--- src/sv/xfse_pkg.sv ---
`default_nettype none

package xfse_pkg;

  // Field widths of one beat on either side.
  localparam int SampleW  = 64;
  localparam int ByteW    = 8;

  // Code word: '11' + 5-bit leading + 6-bit length + 64 bits + 12-bit end marker.
  localparam int LeadW      = 5;
  localparam int LenFieldW  = 6;
  localparam int MarkerBits = 12;
  localparam int CodeW      = 2 + LeadW + LenFieldW + SampleW + MarkerBits;
  localparam int CntW       = 7;

  // Control prefixes of a nonzero XOR: reuse of the stored window, or a new one.
  localparam logic [1:0] CtlReuse = 2'b10;
  localparam logic [1:0] CtlNew   = 2'b11;

  // Bit accumulator: up to seven carried bits plus one full code word.
  localparam int AccW = CodeW + ByteW - 1;

  localparam int QUEUE_DEPTH_DEFAULT = 4;

  // One coded sample, left aligned (first bit to send in the top bit).
  typedef struct packed {
    logic [CodeW-1:0] code;
    logic [CntW-1:0]  nbits;
    logic             last;
  } code_entry_t;

endpackage

`default_nettype wire

--- src/sv/xor_float_stream_encoder.sv ---
`default_nettype none

// Channel   Direction  Handshake                      Payload
// sample    in         sample_valid_i/sample_ready_o  sample_bits_i, end_of_series_i
// out       out        out_valid_o/out_ready_i        out_byte_o, last_of_run_o, stream_done_o
//
// The front end takes one sample beat per cycle while its stages are not stalled
// and runs it through three stages (XOR with the previous sample, per-byte zero
// counts, window decision and code assembly) into a small queue of coded words.
// The back end drains one coded word at a time and sends one byte per cycle while
// the output is ready; it takes no new word until it has sent every whole byte
// of the current one, so the byte-wide output port sets the sustained rate.
// Reset clears all series state; the next sample after reset or after an
// end-of-series beat is sent raw. Either side may stall without losing beats.

module xor_float_stream_encoder #(
  parameter int QueueDepth = xfse_pkg::QUEUE_DEPTH_DEFAULT
) (
  input  logic                         clk_i,
  input  logic                         rst_ni,
  input  logic                         sample_valid_i,
  output logic                         sample_ready_o,
  input  logic [xfse_pkg::SampleW-1:0] sample_bits_i,
  input  logic                         end_of_series_i,
  output logic                         out_valid_o,
  input  logic                         out_ready_i,
  output logic [xfse_pkg::ByteW-1:0]   out_byte_o,
  output logic                         last_of_run_o,
  output logic                         stream_done_o
);
  import xfse_pkg::*;

  // Coded words between the front end and the queue, and the queue and the
  // packer.
  code_entry_t fq_entry, qb_entry;
  logic        fq_valid, fq_ready;
  logic        qb_valid, qb_ready;

  // The front end owns the previous sample and the leading/trailing window,
  // so window decisions are made in sample order no matter how the output
  // stalls.
  xfse_front u_front (
    .clk_i           (clk_i),
    .rst_ni          (rst_ni),
    .sample_valid_i  (sample_valid_i),
    .sample_ready_o  (sample_ready_o),
    .sample_bits_i   (sample_bits_i),
    .end_of_series_i (end_of_series_i),
    .entry_valid_o   (fq_valid),
    .entry_ready_i   (fq_ready),
    .entry_o         (fq_entry)
  );

  // The queue absorbs bursts of short codes while the packer works on a long one.
  xfse_queue #(
    .Depth (QueueDepth)
  ) u_queue (
    .clk_i      (clk_i),
    .rst_ni     (rst_ni),
    .wr_valid_i (fq_valid),
    .wr_ready_o (fq_ready),
    .wr_entry_i (fq_entry),
    .rd_valid_o (qb_valid),
    .rd_ready_i (qb_ready),
    .rd_entry_o (qb_entry)
  );

  // The packer keeps the partial byte between samples, appends each coded
  // word to it and hands out whole bytes through a registered output stage.
  xfse_back u_back (
    .clk_i         (clk_i),
    .rst_ni        (rst_ni),
    .entry_valid_i (qb_valid),
    .entry_ready_o (qb_ready),
    .entry_i       (qb_entry),
    .out_valid_o   (out_valid_o),
    .out_ready_i   (out_ready_i),
    .out_byte_o    (out_byte_o),
    .last_of_run_o (last_of_run_o),
    .stream_done_o (stream_done_o)
  );

endmodule

`default_nettype wire

--- src/sv/xfse_front.sv ---
`default_nettype none

module xfse_front (
  input  logic                         clk_i,
  input  logic                         rst_ni,
  input  logic                         sample_valid_i,
  output logic                         sample_ready_o,
  input  logic [xfse_pkg::SampleW-1:0] sample_bits_i,
  input  logic                         end_of_series_i,
  output logic                         entry_valid_o,
  input  logic                         entry_ready_i,
  output xfse_pkg::code_entry_t        entry_o
);
  import xfse_pkg::*;

  typedef enum logic [3:0] {
    ModeRaw   = 4'b0001,
    ModeZero  = 4'b0010,
    ModeReuse = 4'b0100,
    ModeNew   = 4'b1000
  } mode_e;

  localparam int NumChunks = SampleW / ByteW;
  localparam int TrailW    = $clog2(SampleW);
  localparam int LenW      = $clog2(SampleW) + 1;
  localparam logic [LeadW-1:0] LeadMax = '1;
  localparam logic [CodeW-1:0] MarkerWord =
    {{MarkerBits{1'b1}}, {(CodeW-MarkerBits){1'b0}}};

  // Leading and trailing zero count of one nonzero byte.
  function automatic logic [2:0] lz8(input logic [7:0] b);
    logic [2:0] n;
    n = 3'd7;
    for (int i = 0; i < 8; i++) begin
      if (b[i]) n = 3'(7 - i);
    end
    return n;
  endfunction

  function automatic logic [2:0] tz8(input logic [7:0] b);
    logic [2:0] n;
    n = 3'd7;
    for (int i = 7; i >= 0; i--) begin
      if (b[i]) n = 3'(i);
    end
    return n;
  endfunction

  logic                is_first_q;
  logic [SampleW-1:0]  prev_q;

  logic                s1_v_q, s1_first_q, s1_last_q;
  logic [SampleW-1:0]  s1_x_q;

  logic                s2_v_q, s2_first_q, s2_last_q;
  logic [SampleW-1:0]  s2_x_q;
  logic [NumChunks-1:0] s2_nz_q;
  logic [2:0]          s2_lz_q [NumChunks];
  logic [2:0]          s2_tz_q [NumChunks];

  logic                s3_v_q, s3_last_q;
  logic [SampleW-1:0]  s3_x_q;
  mode_e               s3_mode_q;
  logic [LeadW-1:0]    s3_shamt_q, s3_lead_q;
  logic [LenW-1:0]     s3_len_q;

  logic                win_v_q;
  logic [LeadW-1:0]    win_lead_q;
  logic [TrailW-1:0]   win_trail_q;

  logic s1_go, s2_go, s3_go, in_acc;

  assign s3_go          = s3_v_q && entry_ready_i;
  assign s2_go          = s2_v_q && (!s3_v_q || s3_go);
  assign s1_go          = s1_v_q && (!s2_v_q || s2_go);
  assign sample_ready_o = !s1_v_q || s1_go;
  assign in_acc         = sample_valid_i && sample_ready_o;
  assign entry_valid_o  = s3_v_q;

  // Stage 3 decision: full counts, clamp and window check.
  logic [TrailW-1:0] lead_full, trail;
  logic [LeadW-1:0]  lead_c;
  logic [LenW-1:0]   len_new, len_reuse;
  logic              x_zero, reuse_ok;
  mode_e             mode_d;

  always_comb begin
    lead_full = '0;
    trail     = '0;
    for (int c = 0; c < NumChunks; c++) begin
      if (s2_nz_q[c]) lead_full = TrailW'((NumChunks - 1 - c) * ByteW) + TrailW'(s2_lz_q[c]);
    end
    for (int c = NumChunks - 1; c >= 0; c--) begin
      if (s2_nz_q[c]) trail = TrailW'(c * ByteW) + TrailW'(s2_tz_q[c]);
    end
    x_zero    = ~|s2_nz_q;
    lead_c    = (lead_full > TrailW'(LeadMax)) ? LeadMax : lead_full[LeadW-1:0];
    len_new   = LenW'(SampleW) - LenW'(lead_c) - LenW'(trail);
    len_reuse = LenW'(SampleW) - LenW'(win_lead_q) - LenW'(win_trail_q);
    reuse_ok  = win_v_q && (lead_c >= win_lead_q) && (trail >= win_trail_q);
    if (s2_first_q)    mode_d = ModeRaw;
    else if (x_zero)   mode_d = ModeZero;
    else if (reuse_ok) mode_d = ModeReuse;
    else               mode_d = ModeNew;
  end

  always_ff @(posedge clk_i or negedge rst_ni) begin
    if (!rst_ni) begin
      is_first_q  <= 1'b1;
      prev_q      <= '0;
      s1_v_q      <= 1'b0;
      s2_v_q      <= 1'b0;
      s3_v_q      <= 1'b0;
      win_v_q     <= 1'b0;
      win_lead_q  <= '0;
      win_trail_q <= '0;
    end else begin
      if (in_acc) begin
        if (end_of_series_i) begin
          is_first_q <= 1'b1;
          prev_q     <= '0;
        end else begin
          is_first_q <= 1'b0;
          prev_q     <= sample_bits_i;
        end
      end
      if (sample_ready_o)        s1_v_q <= sample_valid_i;
      if (!s2_v_q || s2_go)      s2_v_q <= s1_v_q;
      if (!s3_v_q || s3_go)      s3_v_q <= s2_v_q;
      if (s2_go) begin
        if (s2_last_q) begin
          win_v_q     <= 1'b0;
          win_lead_q  <= '0;
          win_trail_q <= '0;
        end else if (mode_d == ModeNew) begin
          win_v_q     <= 1'b1;
          win_lead_q  <= lead_c;
          win_trail_q <= trail;
        end
      end
    end
  end

  always_ff @(posedge clk_i) begin
    if (in_acc) begin
      s1_x_q     <= is_first_q ? sample_bits_i : (sample_bits_i ^ prev_q);
      s1_first_q <= is_first_q;
      s1_last_q  <= end_of_series_i;
    end
    if (s1_go) begin
      s2_x_q     <= s1_x_q;
      s2_first_q <= s1_first_q;
      s2_last_q  <= s1_last_q;
      for (int c = 0; c < NumChunks; c++) begin
        s2_nz_q[c] <= |s1_x_q[c*ByteW +: ByteW];
        s2_lz_q[c] <= lz8(s1_x_q[c*ByteW +: ByteW]);
        s2_tz_q[c] <= tz8(s1_x_q[c*ByteW +: ByteW]);
      end
    end
    if (s2_go) begin
      s3_x_q     <= s2_x_q;
      s3_mode_q  <= mode_d;
      s3_shamt_q <= (mode_d == ModeReuse) ? win_lead_q : lead_c;
      s3_lead_q  <= lead_c;
      s3_len_q   <= (mode_d == ModeReuse) ? len_reuse : len_new;
      s3_last_q  <= s2_last_q;
    end
  end

  // Code word assembly. Shifting the XOR left by the leading count leaves
  // exactly the meaningful bits at the top, with zeros below them.
  logic [SampleW-1:0] bits;
  logic [CodeW-1:0]   code;
  logic [CntW-1:0]    nbits;

  always_comb begin
    bits = s3_x_q << s3_shamt_q;
    unique case (s3_mode_q)
      ModeRaw: begin
        code  = {s3_x_q, {(CodeW-SampleW){1'b0}}};
        nbits = CntW'(SampleW);
      end
      ModeZero: begin
        code  = '0;
        nbits = CntW'(1);
      end
      ModeReuse: begin
        code  = {CtlReuse, bits, {(CodeW-SampleW-2){1'b0}}};
        nbits = CntW'(2) + CntW'(s3_len_q);
      end
      ModeNew: begin
        code  = {CtlNew, s3_lead_q, s3_len_q[LenFieldW-1:0], bits, {MarkerBits{1'b0}}};
        nbits = CntW'(2 + LeadW + LenFieldW) + CntW'(s3_len_q);
      end
      default: begin
        code  = '0;
        nbits = '0;
      end
    endcase
    if (s3_last_q) begin
      code  = code | (MarkerWord >> nbits);
      nbits = nbits + CntW'(MarkerBits);
    end
    entry_o.code  = code;
    entry_o.nbits = nbits;
    entry_o.last  = s3_last_q;
  end

endmodule

`default_nettype wire

--- src/sv/xfse_queue.sv ---
`default_nettype none

module xfse_queue #(
  parameter int Depth = xfse_pkg::QUEUE_DEPTH_DEFAULT
) (
  input  logic                  clk_i,
  input  logic                  rst_ni,
  input  logic                  wr_valid_i,
  output logic                  wr_ready_o,
  input  xfse_pkg::code_entry_t wr_entry_i,
  output logic                  rd_valid_o,
  input  logic                  rd_ready_i,
  output xfse_pkg::code_entry_t rd_entry_o
);
  import xfse_pkg::*;

  localparam int PtrW   = $clog2(Depth);
  localparam int CountW = $clog2(Depth + 1);

  code_entry_t       mem_q [Depth];
  logic [PtrW-1:0]   wptr_q, rptr_q;
  logic [CountW-1:0] count_q;
  logic              push, pop;

  assign wr_ready_o = (count_q != CountW'(Depth));
  assign rd_valid_o = (count_q != '0);
  assign push       = wr_valid_i && wr_ready_o;
  assign pop        = rd_valid_o && rd_ready_i;
  assign rd_entry_o = mem_q[rptr_q];

  always_ff @(posedge clk_i or negedge rst_ni) begin
    if (!rst_ni) begin
      wptr_q  <= '0;
      rptr_q  <= '0;
      count_q <= '0;
    end else begin
      if (push) wptr_q <= (wptr_q == PtrW'(Depth - 1)) ? '0 : wptr_q + 1'b1;
      if (pop)  rptr_q <= (rptr_q == PtrW'(Depth - 1)) ? '0 : rptr_q + 1'b1;
      if (push && !pop)      count_q <= count_q + 1'b1;
      else if (pop && !push) count_q <= count_q - 1'b1;
    end
  end

  always_ff @(posedge clk_i) begin
    if (push) mem_q[wptr_q] <= wr_entry_i;
  end

endmodule

`default_nettype wire

--- src/sv/xfse_back.sv ---
`default_nettype none

module xfse_back (
  input  logic                       clk_i,
  input  logic                       rst_ni,
  input  logic                       entry_valid_i,
  output logic                       entry_ready_o,
  input  xfse_pkg::code_entry_t      entry_i,
  output logic                       out_valid_o,
  input  logic                       out_ready_i,
  output logic [xfse_pkg::ByteW-1:0] out_byte_o,
  output logic                       last_of_run_o,
  output logic                       stream_done_o
);
  import xfse_pkg::*;

  logic              busy_q, busy_d;
  logic              item_last_q, item_last_d;
  logic [AccW-1:0]   acc_q, acc_d;
  logic [CntW-1:0]   cnt_q, cnt_d;
  logic              ov_q, ov_d;
  logic [ByteW-1:0]  byte_q, byte_d;
  logic              lor_q, lor_d;
  logic              sd_q, sd_d;

  always_comb begin
    logic            out_free;
    logic            emit;
    logic            fin;
    logic [CntW-1:0] rem;

    busy_d      = busy_q;
    item_last_d = item_last_q;
    acc_d       = acc_q;
    cnt_d       = cnt_q;
    ov_d        = ov_q;
    byte_d      = byte_q;
    lor_d       = lor_q;
    sd_d        = sd_q;
    out_free    = !ov_q || out_ready_i;
    emit        = 1'b0;
    fin         = 1'b0;
    rem         = cnt_q - CntW'(ByteW);

    entry_ready_o = !busy_q;

    if (busy_q) begin
      if (cnt_q >= CntW'(ByteW)) begin
        if (out_free) begin
          emit  = 1'b1;
          fin   = (rem < CntW'(ByteW)) && (!item_last_q || rem == '0);
          acc_d = acc_q << ByteW;
          cnt_d = rem;
          if (fin) begin
            busy_d = 1'b0;
            if (item_last_q) begin
              acc_d = '0;
              cnt_d = '0;
            end
          end
        end
      end else if (item_last_q) begin
        // Padded final byte: the bits below the count are already zero.
        if (out_free) begin
          emit   = 1'b1;
          fin    = 1'b1;
          busy_d = 1'b0;
          acc_d  = '0;
          cnt_d  = '0;
        end
      end else begin
        busy_d = 1'b0;
      end
    end else if (entry_valid_i) begin
      busy_d      = 1'b1;
      item_last_d = entry_i.last;
      acc_d       = acc_q | ({entry_i.code, {(AccW-CodeW){1'b0}}} >> cnt_q[2:0]);
      cnt_d       = cnt_q + entry_i.nbits;
    end

    if (out_free) begin
      ov_d = emit;
      if (emit) begin
        byte_d = acc_q[AccW-1 -: ByteW];
        lor_d  = fin;
        sd_d   = fin && item_last_q;
      end
    end
  end

  always_ff @(posedge clk_i or negedge rst_ni) begin
    if (!rst_ni) begin
      busy_q      <= 1'b0;
      item_last_q <= 1'b0;
      acc_q       <= '0;
      cnt_q       <= '0;
      ov_q        <= 1'b0;
    end else begin
      busy_q      <= busy_d;
      item_last_q <= item_last_d;
      acc_q       <= acc_d;
      cnt_q       <= cnt_d;
      ov_q        <= ov_d;
    end
  end

  always_ff @(posedge clk_i) begin
    byte_q <= byte_d;
    lor_q  <= lor_d;
    sd_q   <= sd_d;
  end

  assign out_valid_o   = ov_q;
  assign out_byte_o    = byte_q;
  assign last_of_run_o = lor_q;
  assign stream_done_o = sd_q;

endmodule

`default_nettype wire
--- config.mk ---
export PLATFORM = sky130hd
export DESIGN_NAME = xor_float_stream_encoder
export DESIGN_NICKNAME = d
export VERILOG_FILES = /design/src/sv/xfse_pkg.sv /design/src/sv/xor_float_stream_encoder.sv /design/src/sv/xfse_front.sv /design/src/sv/xfse_queue.sv /design/src/sv/xfse_back.sv
export SDC_FILE = /design/constraint.sdc
export NUM_CORES = 2
export LEC_CHECK = 0
export ABC_AREA = 1
export ABC_CLOCK_PERIOD_IN_PS = 5800
export BUFFER_PORTS_ARGS = -buffer_cell sky130_fd_sc_hd__clkbuf_2
export CORE_MARGIN = 10
export CORE_UTILIZATION = 35
export DETAILED_ROUTE_END_ITERATION = 7
export PLACE_DENSITY = 0.55
export SLEW_MARGIN = 30
export SYNTH_ARGS = -nofsm -noshare
export SYNTH_HDL_FRONTEND = slang
export SYNTH_SLANG_ARGS = --single-unit
--- constraint.sdc ---
create_clock -name clk_i -period 5.8 [get_ports clk_i]
set_clock_uncertainty 0.1 [all_clocks]
set_input_delay 1.16 -clock clk_i [delete_from_list [all_inputs] [get_ports clk_i]]
set_output_delay 1.16 -clock clk_i [all_outputs]
set_load 0.01 [all_outputs]
==> summary.md <==
| Metric | Value |
|---|---|
| Layout cells sized above 1 | 6.84% |
| RD Place Congestion | about 0.99 |
| # port buffers | 80 |
| CTS Buffer Depth | 3 |
| First-pass DRT Iterations | 6 |
| Worst setup path end | u_queue.mem_q[0][7]$_DFFE_PP_ |
| Nets | 5135 |
| Max FO, Critical Path | 64 |
| Final number of max-transition violations | 0 |
| Htree depth | 3 |
| Post-synth top area cell | edfxtp_1 |
| Pin count of the biggest net entering global routing | 116 |
| Congestion Overflow GR | 0 |
| Mapped Cells | around 5100 |
| Vias | about 36000 |
| Chip Width | between 300 and 400 um |
| Global-route wire length before repair | 215000 um |
| FF-to-FF path depth | 9 |
| Hold_ws | ~0.30 ns |
| LEAKAGE | a little over 20 nW |
| Critical Path RT | slightly above 6 ns |
| CP Capture Type | flip-flop |
| PostCTS Resize Cnt | 0 |
| R2R Setup Slk | approximately 1.9 ns |
| Power Dens Cells | between 500 and 600 nW/um2 |
| Syn nets | approximately 5200 |
| Post-synthesis cell type count | 53 |
| RR Endpoint | u_queue.mem_q[0][7]$_DFFE_PP_ |
| Min Tclk post-route | around 3.9 ns |
| Setup TNS | 0 ns |
| Hold WC Path Type | reg -> reg |
| Initial core utilization | a little over a third |
| Outcome | completed |
| Largest vdd supply drop | between 0.0003 and 0.0004 V |
| Post-synth top flop | edfxtp_1 |
| Die ar. | 143000 um2 |
| Element type at the critical path start | flip-flop |
| Die Y | between 300 and 400 um |
| Crit. Startpoint | u_front.s3_mode_q[1]$_DFFE_PP_ |
| RSZ-0062 raised after global routing | no |
| Fmax | 258 MHz |
| EDFF count, synth | between 600 and 700 |
| Syn Area/Cell | 8.82 um2 |
| Core footprint | between 100000 and 150000 um2 |
| Worst EP arrival | between 4 and 5 ns |
| Final wirelength | 139000 um |
| Most frequent cells in the layout | nand2_1, nand3_1, edfxtp_1, inv_1, nor2_1 |
| Synthesis-to-finish area growth | 10.9% |
| Post-CTS Repair Setup Buffers | 0 |
| WL per Instance | 20.7 um |
| Vias in the first global route | approximately 35000 |
| Post-synthesis sequential area ratio | between 50% and 60% |
| CTS Buf Count | 94 |
| DRT iter0 DRCs | between 3000 and 4000 |
| Yosys reg bits | 865 |
| Async SR Flop Fraction | approximately 22% |
| Clock latency at the later pin of the worst-skew pair | 0.71 ns |
| Most common cell after layout, fill and taps aside | nand2_1 |
| Max Cap Viol | 0 |
| Row count | roughly 130 |
| GRT Total Usage | 19.3% |
| Drt drc | 0 |
| Overall power | 26.8 mW |
| Cell Area, Synth | 44800 um2 |
| Area contributors post-synth | edfxtp_1, nand3_1, nand2_1 |
| Fin crit share | 66.9% |
| Initial antenna violation count | 0 |
| Crit Path Class | reg -> reg |
| Worst Tran Pin Value | between 0.9 and 1 ns |
| Root Driver | clkbuf_16 |
| ANT nets after route | 0 |
| # IOs | between 80 and 90 |
| Yosys warnings | 0 |
| CTS tree | done |
| Max_slew headroom | around a third |
| FF-to-FF Start | u_front.s3_mode_q[1]$_DFFE_PP_ |
| Fill cell count | 12800 |
| Post-synth top area share | around 45% |
| Detailed placement HPWL | about 97000 um |
| Hold Fails Final Rpt | 0 |
| Clock Sinks | about 870 |
| # setup viols final | 0 |
| Via density per instance | between 5 and 6 |
| Cts-stage hold buffer count | 0 |
| Reg clk slew, reported paths | about 0.060 ns |
[synth_stat cells (19+ instances only)]
master / number
edfxtp_1: 672
nand4_1: 62
nand3_1: 1255
o21ai_0: 88
dfrtp_1: 192
a22o_1: 64
nand2_1: 1399
inv_1: 325
a21oi_1: 189
clkbuf_1: 131
xor2_1: 74
buf_1: 47
ha_1: 54
or2_2: 19
buf_2: 94
nor2_1: 259
[kinds of logic after synthesis]
kind of cell,Yosys count,share of synthesized area (%)
muxes,1,0.0251
xor gates and xnor gates,79,1.55
DFF,865,55.8
and+or+nand+nor,3040,29.9
buffers and inverters,635,5.81
AOI/OAI and AO/OA,398,5.22
adders and majority gates,58,1.69
[worst max-delay path, stage by stage, from the launching register on]
cell      delay, ns
edfxtp_1       0.44
nor2_4         0.22
nand2_4        0.13
inv_4          0.52
o211ai_1       0.20
nand2_2        0.30
inv_2          0.20
nor2_4         0.73
nand2_1        0.24
o21ai_1        0.51
[per-stage QoR]
stage	cell area [um2]	setup WS (ns)	std cells	util, %
after CTS	49600	1.97	6751	39.0
after global routing	49600	1.57	6752	39.0
after floorplan	44800	0.473	5076	-
after detailed placement	46500	1.99	6573	36.5
after global placement	46500	1.99	6573	36.5
final	49700	1.92	6754	39.0
[metal layers]
layer	track usage (%)	wire [um]	up-vias
li1	-	-	17300
met1	26.5	63400	17300
met2	30.9	63900	1144
met3	3.10	7630	223
met4	6.14	4570	0
met5	0	0	-
[area by class of cell]
cell class	count	area [um2]	share of cell area (%)
antenna	2	5.00	0.0101
sequential	865	25000	50.4
tap	1662	2080	4.19
clock buffer	124	2570	5.17
inverter	344	1310	2.63
timing repair buffer	127	903	1.82
multi-input combinational	3576	17200	34.7
clock inverter	54	518	1.04
[power by group]
group,total [mW],internal [mW],switching [mW]
clock,6.01,3.45,2.56
sequential,9.79,8.83,0.958
combinational,11.0,3.13,7.90
total,26.8,15.4,11.4
[sequential cells by signal, indices dropped and copies added (netlist names), 6 cells and up]
name,flops
u_front.s3_x_q,64
u_front.s2_tz_q,24
u_front.prev_q,64
u_front.win_trail_q,6
u_back.cnt_q,7
u_back.out_byte_o,8
u_front.s2_nz_q,8
u_front.s3_len_q,7
u_front.s2_x_q,64
u_queue.mem_q,388
u_front.s1_x_q,64
u_front.s2_lz_q,24
u_back.acc_q,96
[worst min-delay path by stage]
stage,from,to,depth (start not counted)
floorplan,u_front.s1_first_q$_DFFE_PP_,u_front.s2_first_q$_DFFE_PP_,0
global placement,u_front.s2_x_q[63]$_DFFE_PP_,u_front.s3_x_q[63]$_DFFE_PP_,0
detailed placement,u_front.s2_x_q[36]$_DFFE_PP_,u_front.s3_x_q[36]$_DFFE_PP_,0
CTS,u_front.s2_x_q[59]$_DFFE_PP_,u_front.s3_x_q[59]$_DFFE_PP_,0
global route,u_front.s2_x_q[59]$_DFFE_PP_,u_front.s3_x_q[59]$_DFFE_PP_,0
finish,u_front.s2_x_q[49]$_DFFE_PP_,u_front.s3_x_q[49]$_DFFE_PP_,0
(Power assumes the default switching activity.)
